**src/rtl/acsa_pkg.sv**
```systemverilog
// Package for the converter channel scan averager: constants, types, helpers.
// No dependencies.
`timescale 1ns / 1ps
package acsa_pkg;

  localparam int unsigned NumCh   = 4;
  localparam int unsigned ChW     = 2;
  localparam int unsigned AddrW   = 6;

  // request codes
  typedef enum logic [1:0] {
    REQ_TICK   = 2'd0,
    REQ_STATUS = 2'd1,
    REQ_READ   = 2'd2,
    REQ_START  = 2'd3
  } req_e;

  // result kinds
  typedef enum logic [1:0] {
    KIND_CMD  = 2'd0,
    KIND_RD   = 2'd1,
    KIND_MEAS = 2'd2,
    KIND_NONE = 2'd3
  } kind_e;

  // register indexes
  typedef enum logic [2:0] {
    REG_MASK   = 3'd0,
    REG_MUX    = 3'd1,
    REG_GAIN   = 3'd2,
    REG_RATE   = 3'd3,
    REG_AVG    = 3'd4,
    REG_SCALE  = 3'd5,
    REG_OFFSET = 3'd6,
    REG_DEVADR = 3'd7
  } reg_e;

  // sequencer states
  typedef enum logic [2:0] {
    ST_IDLE,
    ST_MUL1,
    ST_MUL2,
    ST_DIV,
    ST_FIN,
    ST_OUT
  } state_e;

  // measurement unit request/answer
  typedef struct packed {
    logic               start;
    logic signed [23:0] sum;
    logic [2:0]         gain;
    logic signed [15:0] scale;
    logic signed [15:0] offset;
    logic [7:0]         count;
  } meas_req_t;

  typedef struct packed {
    logic               done;
    logic signed [31:0] value;
  } meas_rsp_t;

  localparam logic [15:0] CmdBase = 16'h8103;
  localparam logic [7:0]  WaitBase = 8'h88;

  // full scale in mV for a gain code
  function automatic logic [13:0] full_scale(input logic [2:0] g);
    logic [13:0] fs;
    fs = (g == 3'd0) ? 14'd6144 : 14'(14'h2000 >> g);
    return fs;
  endfunction

endpackage

```
**src/rtl/acsa_if.sv**
```systemverilog
// Valid/ready channel interface carrying one beat of payload.
// Depends on nothing.
`timescale 1ns / 1ps
interface acsa_in_if;
  logic              valid;
  logic              ready;
  logic [1:0]        req_type;
  logic              bus_error;
  logic signed [15:0] sample;
  modport source (output valid, req_type, bus_error, sample, input ready);
  modport sink (input valid, req_type, bus_error, sample, output ready);
endinterface

interface acsa_out_if;
  logic              valid;
  logic              ready;
  logic [1:0]        kind;
  logic [6:0]        bus_address;
  logic [15:0]       config_word;
  logic [1:0]        channel;
  logic signed [31:0] value;
  logic              last;
  modport source (output valid, kind, bus_address, config_word, channel, value, last,
                  input ready);
  modport sink (input valid, kind, bus_address, config_word, channel, value, last,
                output ready);
endinterface

```
**src/rtl/acsa_meas.sv**
```systemverilog
// Measurement unit: multiplies sum by full scale and scale, then divides
// by count<<23 bit-serially with rounding, adds offset, saturates. Uses acsa_pkg.
`timescale 1ns / 1ps
module acsa_meas (
  input  logic                 clk_i,
  input  logic                 rst_ni,
  input  acsa_pkg::meas_req_t  req_i,
  output acsa_pkg::meas_rsp_t  rsp_o
);

  acsa_pkg::state_e   state_q, state_d;
  logic [53:0]        mag_q, mag_d;     // |num| then quotient
  logic               neg_q, neg_d;
  logic [31:0]        rem_q, rem_d;     // remainder, den up to 2^31
  logic [5:0]         cnt_q, cnt_d;
  logic signed [15:0] scale_q, off_q;
  logic signed [15:0] req_scale_q;
  logic [7:0]         cnt8_q;
  logic signed [38:0] p1_q;
  logic signed [54:0] prod;
  logic [31:0]        den;
  logic [32:0]        trial;
  logic signed [55:0] res;

  // single multiplier, reused for both products
  always_comb begin
    prod = 55'(p1_q) * 55'(scale_q);
  end

  assign den = {1'b0, ((cnt8_q == 8'd0) ? 8'd1 : cnt8_q), 23'd0};
  assign trial = {rem_q, mag_q[53]};

  // next state
  always_comb begin
    state_d = state_q;
    unique case (state_q)
      acsa_pkg::ST_IDLE: if (req_i.start) state_d = acsa_pkg::ST_MUL1;
      acsa_pkg::ST_MUL1: state_d = acsa_pkg::ST_MUL2;
      acsa_pkg::ST_MUL2: state_d = acsa_pkg::ST_DIV;
      acsa_pkg::ST_DIV:  if (cnt_q == 6'd53) state_d = acsa_pkg::ST_FIN;
      acsa_pkg::ST_FIN:  state_d = acsa_pkg::ST_OUT;
      acsa_pkg::ST_OUT:  state_d = acsa_pkg::ST_IDLE;
      default:           state_d = acsa_pkg::ST_IDLE;
    endcase
  end

  // datapath
  always_comb begin
    mag_d = mag_q;
    neg_d = neg_q;
    rem_d = rem_q;
    cnt_d = cnt_q;
    unique case (state_q)
      acsa_pkg::ST_MUL2: begin
        neg_d = prod[54];
        mag_d = prod[54] ? 54'(-prod) : prod[53:0];
        rem_d = '0;
        cnt_d = '0;
      end
      acsa_pkg::ST_DIV: begin
        // one quotient bit per cycle
        if (trial >= {1'b0, den}) begin
          rem_d = 32'(trial - {1'b0, den});
          mag_d = {mag_q[52:0], 1'b1};
        end else begin
          rem_d = trial[31:0];
          mag_d = {mag_q[52:0], 1'b0};
        end
        cnt_d = cnt_q + 6'd1;
      end
      acsa_pkg::ST_FIN: begin
        // round half away: remainder >= den/2
        if ({1'b0, rem_q} >= {2'b0, den[31:1]}) mag_d = mag_q + 54'd1;
      end
      default: ;
    endcase
  end

  assign res = (neg_q ? -56'(mag_q) : 56'(mag_q)) + 56'(off_q);

  always_ff @(posedge clk_i or negedge rst_ni) begin
    if (!rst_ni) begin
      state_q <= acsa_pkg::ST_IDLE;
    end else begin
      state_q <= state_d;
    end
  end

  always_ff @(posedge clk_i) begin
    mag_q <= mag_d;
    neg_q <= neg_d;
    rem_q <= rem_d;
    cnt_q <= cnt_d;
    if (state_q == acsa_pkg::ST_IDLE && req_i.start) begin
      scale_q <= 16'(acsa_pkg::full_scale(req_i.gain));
      p1_q    <= 39'(req_i.sum);
      off_q   <= req_i.offset;
      cnt8_q  <= req_i.count;
    end else if (state_q == acsa_pkg::ST_MUL1) begin
      p1_q    <= prod[38:0];
      scale_q <= req_scale_q;
    end
  end

  always_ff @(posedge clk_i) begin
    if (state_q == acsa_pkg::ST_IDLE && req_i.start) req_scale_q <= req_i.scale;
  end

  // output saturation
  always_comb begin
    rsp_o.done = (state_q == acsa_pkg::ST_OUT);
    if (res > 56'sd2147483647)       rsp_o.value = 32'sh7fffffff;
    else if (res < -56'sd2147483648) rsp_o.value = 32'sh80000000;
    else                             rsp_o.value = res[31:0];
  end

  a_done_after_fin: assert property (@(posedge clk_i) disable iff (!rst_ni)
    state_q == acsa_pkg::ST_FIN |=> rsp_o.done)
    else $error("meas: no done after rounding");
  a_div_len: assert property (@(posedge clk_i) disable iff (!rst_ni)
    state_q == acsa_pkg::ST_DIV |-> cnt_q <= 6'd53)
    else $error("meas: divide overrun");
  a_start_idle: assert property (@(posedge clk_i) disable iff (!rst_ni)
    req_i.start |-> state_q == acsa_pkg::ST_IDLE)
    else $error("meas: start while busy");

endmodule

```
**src/rtl/adc_channel_scan_averager.sv**
```systemverilog
// Top level of the converter channel scan averager.
// Depends on acsa_pkg, acsa_if and acsa_meas.
`timescale 1ns / 1ps
// Usage:
//  in_if carries request beats: tick, write status, read result, start scan.
//  out_if carries result beats: config commands, read requests, measurements;
//  last marks the final beat caused by one request (at most two).
//  Config registers sit on the APB port at 8*index (64-bit data).
// Throughput: one request is taken, then the block holds in_if.ready low
//  until all its results have been taken. A request with no result
//  leaves in_if.ready high; one with a command or read beat also waits
//  out output stalls. One that completes an average runs the shared
//  multiplier twice and a 54-step bit-serial divider before the
//  measurement beat is valid.
// Reset: scan stopped, sums cleared, per-channel counts loaded from the
//  reset average counts; a start request begins the scan.
// A stalled receiver holds the current beat; nothing is lost.
module adc_channel_scan_averager (
  input  logic              clk_i,
  input  logic              rst_ni,
  acsa_in_if.sink           in_if,
  acsa_out_if.source        out_if,
  input  logic              psel,
  input  logic              penable,
  input  logic              pwrite,
  input  logic [acsa_pkg::AddrW-1:0] paddr,
  input  logic [63:0]       pwdata,
  output logic [63:0]       prdata,
  output logic              pready
);

  // configuration registers
  logic [3:0]  mask_q;
  logic [11:0] mux_q, gain_q, rate_q;
  logic [31:0] avg_q;
  logic [63:0] scale_q, off_q;
  logic [6:0]  dev_q;
  logic [2:0]  ridx;
  logic        wr;

  assign pready = 1'b1;
  assign ridx = paddr[5:3];
  assign wr = psel & penable & pwrite;

  always_ff @(posedge clk_i or negedge rst_ni) begin
    if (!rst_ni) begin
      mask_q  <= 4'd1;
      mux_q   <= '0;
      gain_q  <= '0;
      rate_q  <= '0;
      avg_q   <= 32'h01010101;
      scale_q <= 64'h0100010001000100;
      off_q   <= '0;
      dev_q   <= 7'd72;
    end else if (wr && paddr[2:0] == 3'd0) begin
      unique case (acsa_pkg::reg_e'(ridx))
        acsa_pkg::REG_MASK:   mask_q  <= pwdata[3:0];
        acsa_pkg::REG_MUX:    mux_q   <= pwdata[11:0];
        acsa_pkg::REG_GAIN:   gain_q  <= pwdata[11:0];
        acsa_pkg::REG_RATE:   rate_q  <= pwdata[11:0];
        acsa_pkg::REG_AVG:    avg_q   <= pwdata[31:0];
        acsa_pkg::REG_SCALE:  scale_q <= pwdata;
        acsa_pkg::REG_OFFSET: off_q   <= pwdata;
        acsa_pkg::REG_DEVADR: dev_q   <= pwdata[6:0];
        default: ;
      endcase
    end
  end

  // register readback
  always_comb begin
    unique case (acsa_pkg::reg_e'(ridx))
      acsa_pkg::REG_MASK:   prdata = 64'(mask_q);
      acsa_pkg::REG_MUX:    prdata = 64'(mux_q);
      acsa_pkg::REG_GAIN:   prdata = 64'(gain_q);
      acsa_pkg::REG_RATE:   prdata = 64'(rate_q);
      acsa_pkg::REG_AVG:    prdata = 64'(avg_q);
      acsa_pkg::REG_SCALE:  prdata = scale_q;
      acsa_pkg::REG_OFFSET: prdata = off_q;
      acsa_pkg::REG_DEVADR: prdata = 64'(dev_q);
      default:              prdata = '0;
    endcase
  end

  // scan state
  logic [1:0]         cur_q, cur_d;
  logic [7:0]         ticks_q, ticks_d;
  logic               wfail_q, wfail_d, await_q, await_d, active_q, active_d;
  logic signed [23:0] sums_q [acsa_pkg::NumCh];
  logic [7:0]         left_q [acsa_pkg::NumCh];

  // pending output beats: slot A then slot B
  logic               busy_q;
  logic               a_vld_q, b_vld_q, a_meas_q;
  logic [1:0]         a_kind_q, b_kind_q, a_ch_q, b_ch_q;
  logic               meas_pend_q;

  acsa_pkg::meas_req_t mreq;
  acsa_pkg::meas_rsp_t mrsp;
  logic signed [31:0]  mval_q;

  acsa_meas u_meas (.clk_i, .rst_ni, .req_i(mreq), .rsp_o(mrsp));

  // decode of the accepted request
  logic        acc;
  logic [3:0]  live;
  logic [1:0]  nxt;
  logic [2:0]  cur_rate;
  logic [8:0]  wait_n;
  logic [7:0]  ticks_inc;
  logic        emit_cmd, emit_rd, emit_meas, finish;
  logic signed [23:0] new_sum;
  logic [7:0]  avg_c;

  assign acc = in_if.valid & in_if.ready;
  assign live = mask_q;
  assign cur_rate = rate_q[3*cur_q +: 3];
  assign wait_n = 9'(acsa_pkg::WaitBase >> cur_rate) + 9'd1;
  assign ticks_inc = (ticks_q == 8'd255) ? ticks_q : ticks_q + 8'd1;
  assign new_sum = sums_q[cur_q] + 24'(in_if.sample);
  assign avg_c = avg_q[8*cur_q +: 8];

  // next enabled channel after cur
  always_comb begin
    logic [1:0] c1, c2, c3;
    c1 = cur_q + 2'd1;
    c2 = cur_q + 2'd2;
    c3 = cur_q + 2'd3;
    if (live[c1])      nxt = c1;
    else if (live[c2]) nxt = c2;
    else if (live[c3]) nxt = c3;
    else               nxt = cur_q;
  end

  always_comb begin
    cur_d = cur_q; ticks_d = ticks_q; wfail_d = wfail_q;
    await_d = await_q; active_d = active_q;
    emit_cmd = 1'b0; emit_rd = 1'b0; emit_meas = 1'b0; finish = 1'b0;
    if (acc) begin
      unique case (acsa_pkg::req_e'(in_if.req_type))
        acsa_pkg::REQ_START: begin
          wfail_d = 1'b0; await_d = 1'b0;
          finish = 1'b1;
        end
        acsa_pkg::REQ_STATUS:
          if (active_q && !await_q) wfail_d = in_if.bus_error;
        acsa_pkg::REQ_TICK:
          if (active_q) begin
            if (live == 4'd0) begin
              active_d = 1'b0; await_d = 1'b0;
            end else if (!await_q) begin
              ticks_d = ticks_inc;
              if ({1'b0, ticks_inc} > wait_n) begin
                if (wfail_q) finish = 1'b1;
                else begin
                  emit_rd = 1'b1; await_d = 1'b1;
                end
              end
            end
          end
        acsa_pkg::REQ_READ:
          if (active_q && await_q) begin
            await_d = 1'b0;
            if (!in_if.bus_error && left_q[cur_q] <= 8'd1) emit_meas = 1'b1;
            finish = 1'b1;
          end
        default: ;
      endcase
      // advance to the next channel
      if (finish) begin
        if (live == 4'd0) begin
          active_d = 1'b0; await_d = 1'b0;
        end else begin
          cur_d = nxt; ticks_d = '0; wfail_d = 1'b0; await_d = 1'b0;
          active_d = 1'b1; emit_cmd = 1'b1;
        end
      end
    end
  end

  // measurement request uses pre-clear sum
  always_comb begin
    mreq.start  = emit_meas;
    mreq.sum    = new_sum;
    mreq.gain   = gain_q[3*cur_q +: 3];
    mreq.scale  = scale_q[16*cur_q +: 16];
    mreq.offset = off_q[16*cur_q +: 16];
    mreq.count  = avg_c;
  end

  always_ff @(posedge clk_i or negedge rst_ni) begin
    if (!rst_ni) begin
      cur_q <= '0; ticks_q <= '0; wfail_q <= 1'b0; await_q <= 1'b0;
      active_q <= 1'b0;
      for (int i = 0; i < acsa_pkg::NumCh; i++) begin
        sums_q[i] <= '0;
        left_q[i] <= 8'd1;
      end
    end else begin
      cur_q <= cur_d; ticks_q <= ticks_d; wfail_q <= wfail_d;
      await_q <= await_d; active_q <= active_d;
      if (acc && in_if.req_type == acsa_pkg::REQ_START) begin
        for (int i = 0; i < acsa_pkg::NumCh; i++) begin
          sums_q[i] <= '0;
          left_q[i] <= (avg_q[8*i +: 8] == 8'd0) ? 8'd1 : avg_q[8*i +: 8];
        end
      end else if (acc && in_if.req_type == acsa_pkg::REQ_READ && active_q && await_q
                   && !in_if.bus_error) begin
        if (left_q[cur_q] > 8'd1) begin
          sums_q[cur_q] <= new_sum;
          left_q[cur_q] <= left_q[cur_q] - 8'd1;
        end else begin
          sums_q[cur_q] <= '0;
          left_q[cur_q] <= (avg_c == 8'd0) ? 8'd1 : avg_c;
        end
      end
    end
  end

  // output slots: A goes first; a measurement waits for the unit
  always_ff @(posedge clk_i or negedge rst_ni) begin
    if (!rst_ni) begin
      busy_q <= 1'b0; a_vld_q <= 1'b0; b_vld_q <= 1'b0; a_meas_q <= 1'b0;
      meas_pend_q <= 1'b0;
    end else if (acc) begin
      busy_q <= emit_cmd | emit_rd | emit_meas;
      a_meas_q <= emit_meas;
      meas_pend_q <= emit_meas;
      if (emit_meas) begin
        a_vld_q <= 1'b0; a_kind_q <= acsa_pkg::KIND_MEAS; a_ch_q <= cur_q;
        b_vld_q <= emit_cmd; b_kind_q <= acsa_pkg::KIND_CMD; b_ch_q <= cur_d;
      end else begin
        a_vld_q <= emit_cmd | emit_rd;
        a_kind_q <= emit_rd ? acsa_pkg::KIND_RD : acsa_pkg::KIND_CMD;
        a_ch_q <= emit_rd ? cur_q : cur_d;
        b_vld_q <= 1'b0;
      end
    end else begin
      if (mrsp.done && meas_pend_q) begin
        a_vld_q <= 1'b1; meas_pend_q <= 1'b0;
      end
      if (out_if.valid && out_if.ready) begin
        if (b_vld_q) begin
          a_vld_q <= 1'b1; a_kind_q <= b_kind_q; a_ch_q <= b_ch_q;
          a_meas_q <= 1'b0; b_vld_q <= 1'b0;
        end else begin
          a_vld_q <= 1'b0; busy_q <= 1'b0;
        end
      end
    end
  end

  always_ff @(posedge clk_i) begin
    if (mrsp.done) mval_q <= mrsp.value;
  end

  assign in_if.ready = !busy_q;
  assign out_if.valid = a_vld_q;
  assign out_if.kind = a_kind_q;
  assign out_if.channel = a_ch_q;
  assign out_if.last = !b_vld_q;
  assign out_if.bus_address = a_meas_q ? 7'd0 : dev_q;
  assign out_if.value = a_meas_q ? mval_q : 32'sd0;
  assign out_if.config_word = (a_kind_q == acsa_pkg::KIND_CMD) ?
      (acsa_pkg::CmdBase | {1'b0, mux_q[3*a_ch_q +: 3], gain_q[3*a_ch_q +: 3], 1'b0,
                            rate_q[3*a_ch_q +: 3], 5'd0}) : 16'd0;

  a_no_valid_idle: assert property (@(posedge clk_i) disable iff (!rst_ni)
    out_if.valid |-> busy_q)
    else $error("result beat while not busy");
  a_b_after_a: assert property (@(posedge clk_i) disable iff (!rst_ni)
    b_vld_q |-> busy_q)
    else $error("second slot held while idle");
  a_await_active: assert property (@(posedge clk_i) disable iff (!rst_ni)
    await_q |-> active_q)
    else $error("read awaited without an active scan");

endmodule
```
**src/flat_wrapper.sv**
```systemverilog
// flat-port wrapper written by rule: the top's interface ports become plain ports
module adc_channel_scan_averager_flat 
  (clk_i, rst_ni, psel, penable, pwrite, paddr, pwdata, prdata, pready, in_if_valid, in_if_req_type, in_if_bus_error, in_if_sample, in_if_ready, out_if_valid, out_if_kind, out_if_bus_address, out_if_config_word, out_if_channel, out_if_value, out_if_last, out_if_ready);
  acsa_in_if in_if_i ();
  acsa_out_if out_if_i ();
  input  logic clk_i;
  input  logic rst_ni;
  input  logic psel;
  input  logic penable;
  input  logic pwrite;
  input  logic [acsa_pkg::AddrW-1:0] paddr;
  input  logic [63:0] pwdata;
  output logic [63:0] prdata;
  output logic pready;
  input wire logic [$bits(in_if_i.valid)-1:0] in_if_valid;
  input wire logic [$bits(in_if_i.req_type)-1:0] in_if_req_type;
  input wire logic [$bits(in_if_i.bus_error)-1:0] in_if_bus_error;
  input wire logic [$bits(in_if_i.sample)-1:0] in_if_sample;
  output wire logic [$bits(in_if_i.ready)-1:0] in_if_ready;
  output wire logic [$bits(out_if_i.valid)-1:0] out_if_valid;
  output wire logic [$bits(out_if_i.kind)-1:0] out_if_kind;
  output wire logic [$bits(out_if_i.bus_address)-1:0] out_if_bus_address;
  output wire logic [$bits(out_if_i.config_word)-1:0] out_if_config_word;
  output wire logic [$bits(out_if_i.channel)-1:0] out_if_channel;
  output wire logic [$bits(out_if_i.value)-1:0] out_if_value;
  output wire logic [$bits(out_if_i.last)-1:0] out_if_last;
  input wire logic [$bits(out_if_i.ready)-1:0] out_if_ready;
  assign in_if_i.valid = in_if_valid;
  assign in_if_i.req_type = in_if_req_type;
  assign in_if_i.bus_error = in_if_bus_error;
  assign in_if_i.sample = in_if_sample;
  assign in_if_ready = in_if_i.ready;
  assign out_if_valid = out_if_i.valid;
  assign out_if_kind = out_if_i.kind;
  assign out_if_bus_address = out_if_i.bus_address;
  assign out_if_config_word = out_if_i.config_word;
  assign out_if_channel = out_if_i.channel;
  assign out_if_value = out_if_i.value;
  assign out_if_last = out_if_i.last;
  assign out_if_i.ready = out_if_ready;
  adc_channel_scan_averager u_core (.clk_i(clk_i), .rst_ni(rst_ni), .in_if(in_if_i), .out_if(out_if_i), .psel(psel), .penable(penable), .pwrite(pwrite), .paddr(paddr), .pwdata(pwdata), .prdata(prdata), .pready(pready));
endmodule
```
**config.mk**
```make
export PLATFORM = sky130hd
export DESIGN_NAME = adc_channel_scan_averager_flat
export DESIGN_NICKNAME = d
export VERILOG_FILES = /design/src/rtl/acsa_pkg.sv /design/src/rtl/acsa_if.sv /design/src/rtl/acsa_meas.sv /design/src/rtl/adc_channel_scan_averager.sv /design/src/flat_wrapper.sv
export SDC_FILE = /design/constraint.sdc
export NUM_CORES = 2
export LEC_CHECK = 0
export BUFFER_PORTS_ARGS = -buffer_cell sky130_fd_sc_hd__buf_2
export CORE_MARGIN = 4
export CORE_UTILIZATION = 50
export DETAILED_ROUTE_END_ITERATION = 16
export PLACE_DENSITY = 0.67
export SLEW_MARGIN = 20
export SYNTH_ARGS = -nofsm -noshare
export SYNTH_HDL_FRONTEND = slang
export SYNTH_HIERARCHICAL = 1
export SYNTH_SLANG_ARGS = --single-unit
```
**constraint.sdc**
```tcl
create_clock -name clk_i -period 9 [get_ports clk_i]
set_input_delay 1.35 -clock clk_i [delete_from_list [all_inputs] [get_ports clk_i]]
set_output_delay 1.35 -clock clk_i [all_outputs]
set_load 0.01 [all_outputs]
```
# Word level (Yosys, flattened, before mapping)
# Index checks and enable logic that the tools add are counted.
op_classes:
  add_sub_neg: 13
  multipliers: 3
  n_div: 0
  n_lt_le_gt_ge: 12
  n_eq_ne: 23
  n_shift: 10
  muxes: 126
  n_bitwise: 8
  reduce_logical: 56
ops:
  columns: ["cell", "n"]
  rows:
  - ["one-hot mux 64 bit (8 select lines)", 1]
  - ["two-way mux 96 bit", 3]
  - ["two-way mux 32 bit", 6]
  - ["one-hot mux 54 bit (3 select lines)", 1]
  - ["two-way mux 8 bit", 16]
  - ["indexed part select 64 x 7 -> 16 bit", 2]
  - ["two-way mux 54 bit", 2]
  - ["bitwise AND 96 bit", 1]
  - ["bitwise mux 96 bit", 1]
  - ["inverter 96 bit", 1]
  - ["two-way mux 39 bit", 2]
  - ["two-way mux 24 bit", 3]
  - ["bitwise mux 32 bit", 2]
  - ["one-hot mux 32 bit (2 select lines)", 1]
  - ["indexed part select 12 x 5 -> 3 bit", 5]
  - ["adder 56 bit", 1]
  - ["greater-than comparator 56 x 32 -> 1 bit (second input constant)", 1]
  - ["< comparator 56 x 32 -> 1 bit (second input constant)", 1]
  - ["two-way mux 56 bit", 1]
  - ["negator 54 -> 56 bit", 1]
  - ["multiplier 39 x 16 -> 55 bit", 1]
  - ["adder 54 x 1 -> 54 bit (second input constant)", 1]
  - ["negator 54 bit", 1]
  - ["two-way mux 1 bit", 53]
  - ["59 further kinds", 143]
totals:
  register_bits: 582
  latchBits: 0
  mem_bits_rw: 0
  rom_bits: 0
  inputBits: 96
  memories: 0

# Longest topological paths before layout
depth:
  word_depth: 16
  mapped_depth: 28
  depth_no_buf: 26

# Cells and area by module
# Netlist, hierarchy kept.
by_module_without_submodules:
  columns: ["module", "n_inst", "cells_per_inst", "area_per_inst_um2"]
  rows:
  - ["acsa_meas", 1, 4444, 37657.4]
  - ["adc_channel_scan_averager", 1, 1727, 20764.9]

# Worst setup path before layout
# No wires, ideal clock.
synth_path:
  path_type: "register -> register"
  start: "reg u_core.u_meas.scale_q[14]"
  end: "reg u_core.u_meas.mag_q[48] (data pin)"
  setup_time_ns: 0.261
  arrival_time_ns: 7.763
  slack_ns: 0.976
  path_stages_with_launch: 25
  n_path_buf: 2
  path_cell_list: "dfxtp_1 -> clkbuf_1 -> clkbuf_1 -> nand2_1 -> fa_1 -> fa_1 -> inv_1 -> fa_1 -> fa_1 -> fa_1 -> inv_1 -> fa_1 -> inv_1 -> ha_1 -> a21oi_1 -> nand2b_1 -> a2111oi_1 -> a21oi_1 -> or3_1 -> a2111oi_0 -> nand3_1 -> nor3_2 -> a41oi_1 -> xnor2_1 -> a221o_1"
synth_via:
  elab_chain_len: 4
synth_rtl:
  columns: ["item", "line", "text"]
  rows:
  - ["start: declaration", "acsa_meas.sv:16", "logic signed [15:0] scale_q, off_q;"]
  - ["start signal: assignment", "acsa_meas.sv:95", "scale_q <= 16'(acsa_pkg::full_scale(req_i.gain));"]
  - ["start signal: assignment", "acsa_meas.sv:101", "scale_q <= req_scale_q;"]
  - ["multiplier 39 x 16 -> 55 bit *", "acsa_meas.sv:27", "prod = 55'(p1_q) * 55'(scale_q);"]
  - ["negator 54 bit", "acsa_meas.sv:56", "mag_d = prod[54] ? 54'(-prod) : prod[53:0];"]
  - ["two-way mux 54 bit *", "acsa_meas.sv:56", null]
  - ["one-hot mux 54 bit (3 select lines) *", "acsa_meas.sv:53", "unique case (state_q)"]
  - ["named net u_core.u_meas.mag_d[48]", "acsa_meas.sv:12", "logic [53:0] mag_q, mag_d;"]
  - ["end signal: assignment", "acsa_meas.sv:90", "mag_q <= mag_d;"]
  - ["end: declaration", "acsa_meas.sv:12", null]
# The timed path passes the listed nets; every way through them passes the cells marked *.
# A chain may end at the register's enable or synchronous reset.

# Worst setup path after layout
layout_path:
  start: "reg u_core.u_meas.scale_q[1]"
  end: "reg u_core.u_meas.mag_q[53] (data pin)"
# The elaborated chain is that of the path after synthesis.

==> results.yml <==
sta:
  post-route-min-period_ps: 8640
  final.setup.tns_ps: 0
  rsz0062_at_grt: "false"
  timing.final.crit_share_pct: 96.0
  setup_ws_ps: 356
  timing_worst_slew_pin_value_ps: 1240
  pins_over_slew_limit: 0
  timing.final.setup_violations: 0
  timing.final.hold_violations: 0
  fmaxAchievable_mhz: 116
  clock-skew-final_ps: 43.6
  worst_hold_slack_ps: 479
  max-slew-margin-rel_pct: 16.6
logic_synthesis:
  synthesis.yosys.warnings: 6
  synth-xor-area-share_pct: 3.84
  async_flop_share_pct: 61.2
  dominant_combinational_cell_family_by_area_after_synthesis: "adder cells"
  post_synthesis_sequential_area_ratio_pct: 26.9
  fraction_of_synthesized_area_in_multiplexers_pct: 8.41
  yosys_most_used_dff: "dfrtp_1"
  synth-compound-area-share_pct: 12.6
  synth.ff_latch_count: 582
  synth.lib_cells_used.distinct: 98
  synth_edf_count: 224
  synth-simple-area-share_pct: 15.4
  synth_fa_ha_area_share_pct: 25.1
  syn_area_sq_um: 58400
  synthesis.instances: 6171
  mean_instance_size_in_the_synthesized_netlist_sq_um: 9.47
global_route:
  grt.total_usage_pct: 28.0
  antenna_found_initial: 11
  grt_pass1_wl_um: 271000
  first_global_vias: 47400
  globalRouteOverflowTotal: 0
  grt_start_max_net_pins: 169
clocking:
  clkSlewWorstSetupHoldPaths_ps: 60
  cts.hold.buffers_added: 0
  insertion_delay_ps: 650
  numCtsBuffers: 68
  cts_tree: "built"
  clockBufferDepth: 3
  clock_tree.root_cell: "clkbuf_16"
  ctsHtreeMaxLevel: 3
  clock_sink_count: 582
setup_path:
  rr_startpoint: "u_core/u_meas/scale_q[1]"
  cp-start-kind: "flop"
  crit_path_max_fanout: 17
  critical_path.reg2reg.endpoint: "u_core/u_meas/mag_q[53]"
  arr_time_crit_path_ps: 9010
  r2r_setup_slack_ps: 360
  worst_setup_path_end_kind: "flop"
  worst_setup_path_category: "reg2reg"
  cp_data_required_time_ps: 9370
  reg2regPathDepth: 23
finish:
  post_layout_nonfiller_instances: 7792
  post_route_cells_drive_above_1_share_pct: 13.3
  syn2layout_area_growth_pct: 8.49
  final_nets: 7132
min_path:
  holdPathStages: 2
  worst_hold_path.endpoint: "u_core/sums_q[19]"
  timing.hold.worst.start: "u_core/sums_q[19]"
  hp-class: "reg2reg"
floorplanning:
  design.portCount: 223
  core.rowCount: 125
  core_area_sq_um: 116000
  die_x_um: 350
  start_util_pct: 50.3
  die_h_um: 350
  die-area_sq_um: 122000
placement:
  dp.cells: 7663
  hpwlAfterDp_um: 132000
  dp_slack_ps: 242
  place.port_buffers: 218
  routabilityCongestion: 0.971
detailed_routing:
  drtPass1Iterations: 6
  dr.first_iter.drc_count: 3757
  dr_total_vias: 46500
  drtAntennaViolNets: 0
  wl_um: 171000
  post-route-drc-count: 0
  wl_per_cell_um: 21.9
  vias_per_cell: 5.96
run:
  max_cap_viol_count: 0
run_status:
  status: "complete, no violations"
## area by class of cell
class	count	area [sq um]
diodes	1	2.50
multi-input cells	4421	38300
inverters	794	2990
clock buffers	94	1940
flip-flops and latches	582	15700
well taps	1524	1910
repair buffers	347	2140
clock inverters	29	395
fillers	10400	52700
## metrics by stage
stage	util (%)	cell area, sq um
floorplan	-	58400
global placement	52.5	61000
detailed placement	52.5	61000
finish	54.6	63400
CTS	54.6	63300
global route	54.6	63400
## worst max path at each step
stage / endpoint / slack [ps] / cells past startpoint / start
floorplan: u_core/u_meas/mag_q[48] / 980 / 24 / u_core/u_meas/scale_q[14]
global placement: u_core/u_meas/mag_q[53] / 290 / 23 / u_core/u_meas/scale_q[15]
detailed placement: u_core/u_meas/mag_q[53] / 240 / 22 / u_core/u_meas/scale_q[1]
CTS: u_core/u_meas/mag_q[53] / 200 / 22 / u_core/u_meas/scale_q[1]
global route: u_core/u_meas/mag_q[53] / 30 / 23 / u_core/u_meas/scale_q[15]
finish: u_core/u_meas/mag_q[53] / 360 / 23 / u_core/u_meas/scale_q[1]
## cells in the final DEF, fill, tap and decap left out, types with 16 or more instances in the layout
cell	instances
nand4_1	55
clkbuf_16	69
nor2b_1	36
a22o_1	90
edfxtp_1	224
a32oi_1	18
a21oi_1	252
mux2_2	217
or3_1	32
dfrtp_1	338
fa_1	587
a21boi_0	16
xnor2_1	172
or4_1	19
o21a_1	26
buf_4	123
a21o_1	55
o211ai_1	32
o31ai_1	40
inv_1	790
xor2_1	81
a211oi_1	30
mux2i_1	43
nor4_1	30
nor3_1	81
and3_1	65
a31oi_1	31
mux4_2	86
nand3_1	104
ha_1	235
buf_2	217
o21ai_0	302
a22oi_1	51
nand2_1	776
and2_1	287
nor2_1	259
o21ai_1	26
nand2b_1	37
## critical path: stages (launching register included)
cell and delay, ps:
edfxtp_1 840, buf_4 310, nand2_1 90, fa_1 530
fa_1 440, fa_1 500, fa_1 540, inv_1 80
fa_1 540, inv_1 60, fa_1 520, inv_1 40
ha_1 350, and4_1 230, and3_1 190, o211ai_1 200
a2111oi_0 660, o31ai_1 190, a211o_1 340, or4_1 680
a2111oi_1 620, nand4_1 200, mux2i_1 190, nand2_1 60
## cell families after synthesis
family	count (synthesis)
buf+inv	1170
xor+xnor	255
compound gates	1127
mux	350
other cells	2
simple gates	1863
flops	582
fa+ha+maj	822
## what timing repair did
item                                    4_1_cts  5_1_grt
endpoints found under the setup margin        0       11
resized for setup                             0        7
setup buffers                                 0        5
## synthesized netlist by cell type, types with 16 or more instances
library cell,count,area [sq um]
inv_1,793,2980
nand2_1,777,2920
fa_1,587,11800
dfrtp_1,341,8530
clkbuf_1,314,1180
o21ai_0,303,1520
and2_1,288,1800
nor2_1,266,998
a21oi_1,253,1270
ha_1,235,2940
edfxtp_1,224,6730
mux2_2,217,2440
xnor2_1,173,1520
nand3_1,104,521
a22o_1,90,788
mux4_2,86,1940
nor3_1,83,415
xor2_1,81,709
and3_1,66,413
a21o_1,55,413
nand4_1,55,344
a22oi_1,51,383
mux2i_1,43,430
o31ai_1,40,300
nand2b_1,37,231
nor2b_1,37,231
o211ai_1,32,240
or3_1,32,200
a31oi_1,31,194
a211oi_1,30,225
nor4_1,30,188
buf_2,28,140
o21a_1,26,195
o21ai_1,25,125
or4_1,19,143
a32oi_1,18,158
a21boi_0,17,128
buf_1,16,60.1
## layer usage
layer | wire (um) | global-route usage (%)
met5 | 79 | 0
met4 | 7150 | 10.4
met3 | 11300 | 4.59
met2 | 81800 | 46.4
met1 | 70300 | 37.1
## flip-flops by register name, indices dropped and copies added (netlist names), 3 cells and up
register / cells
u_core/avg_q: 32
u_core/dev_q: 7
u_core/gain_q: 12
u_core/left_q: 32
u_core/live: 4
u_core/mux_q: 12
u_core/mval_q: 32
u_core/off_q: 64
u_core/rate_q: 12
u_core/scale_q: 64
u_core/sums_q: 96
u_core/ticks_q: 8
u_core/u_meas/cnt8_q: 8
u_core/u_meas/cnt_q: 6
u_core/u_meas/mag_q: 54
u_core/u_meas/off_q: 16
u_core/u_meas/p1_q: 39
u_core/u_meas/rem_q: 32
u_core/u_meas/req_scale_q: 16
u_core/u_meas/scale_q: 16
u_core/u_meas/state_q: 3
Power is left out: the tool's default activity adds up to more than one toggle a clock period on the data nets, which glitch-free logic cannot reach.
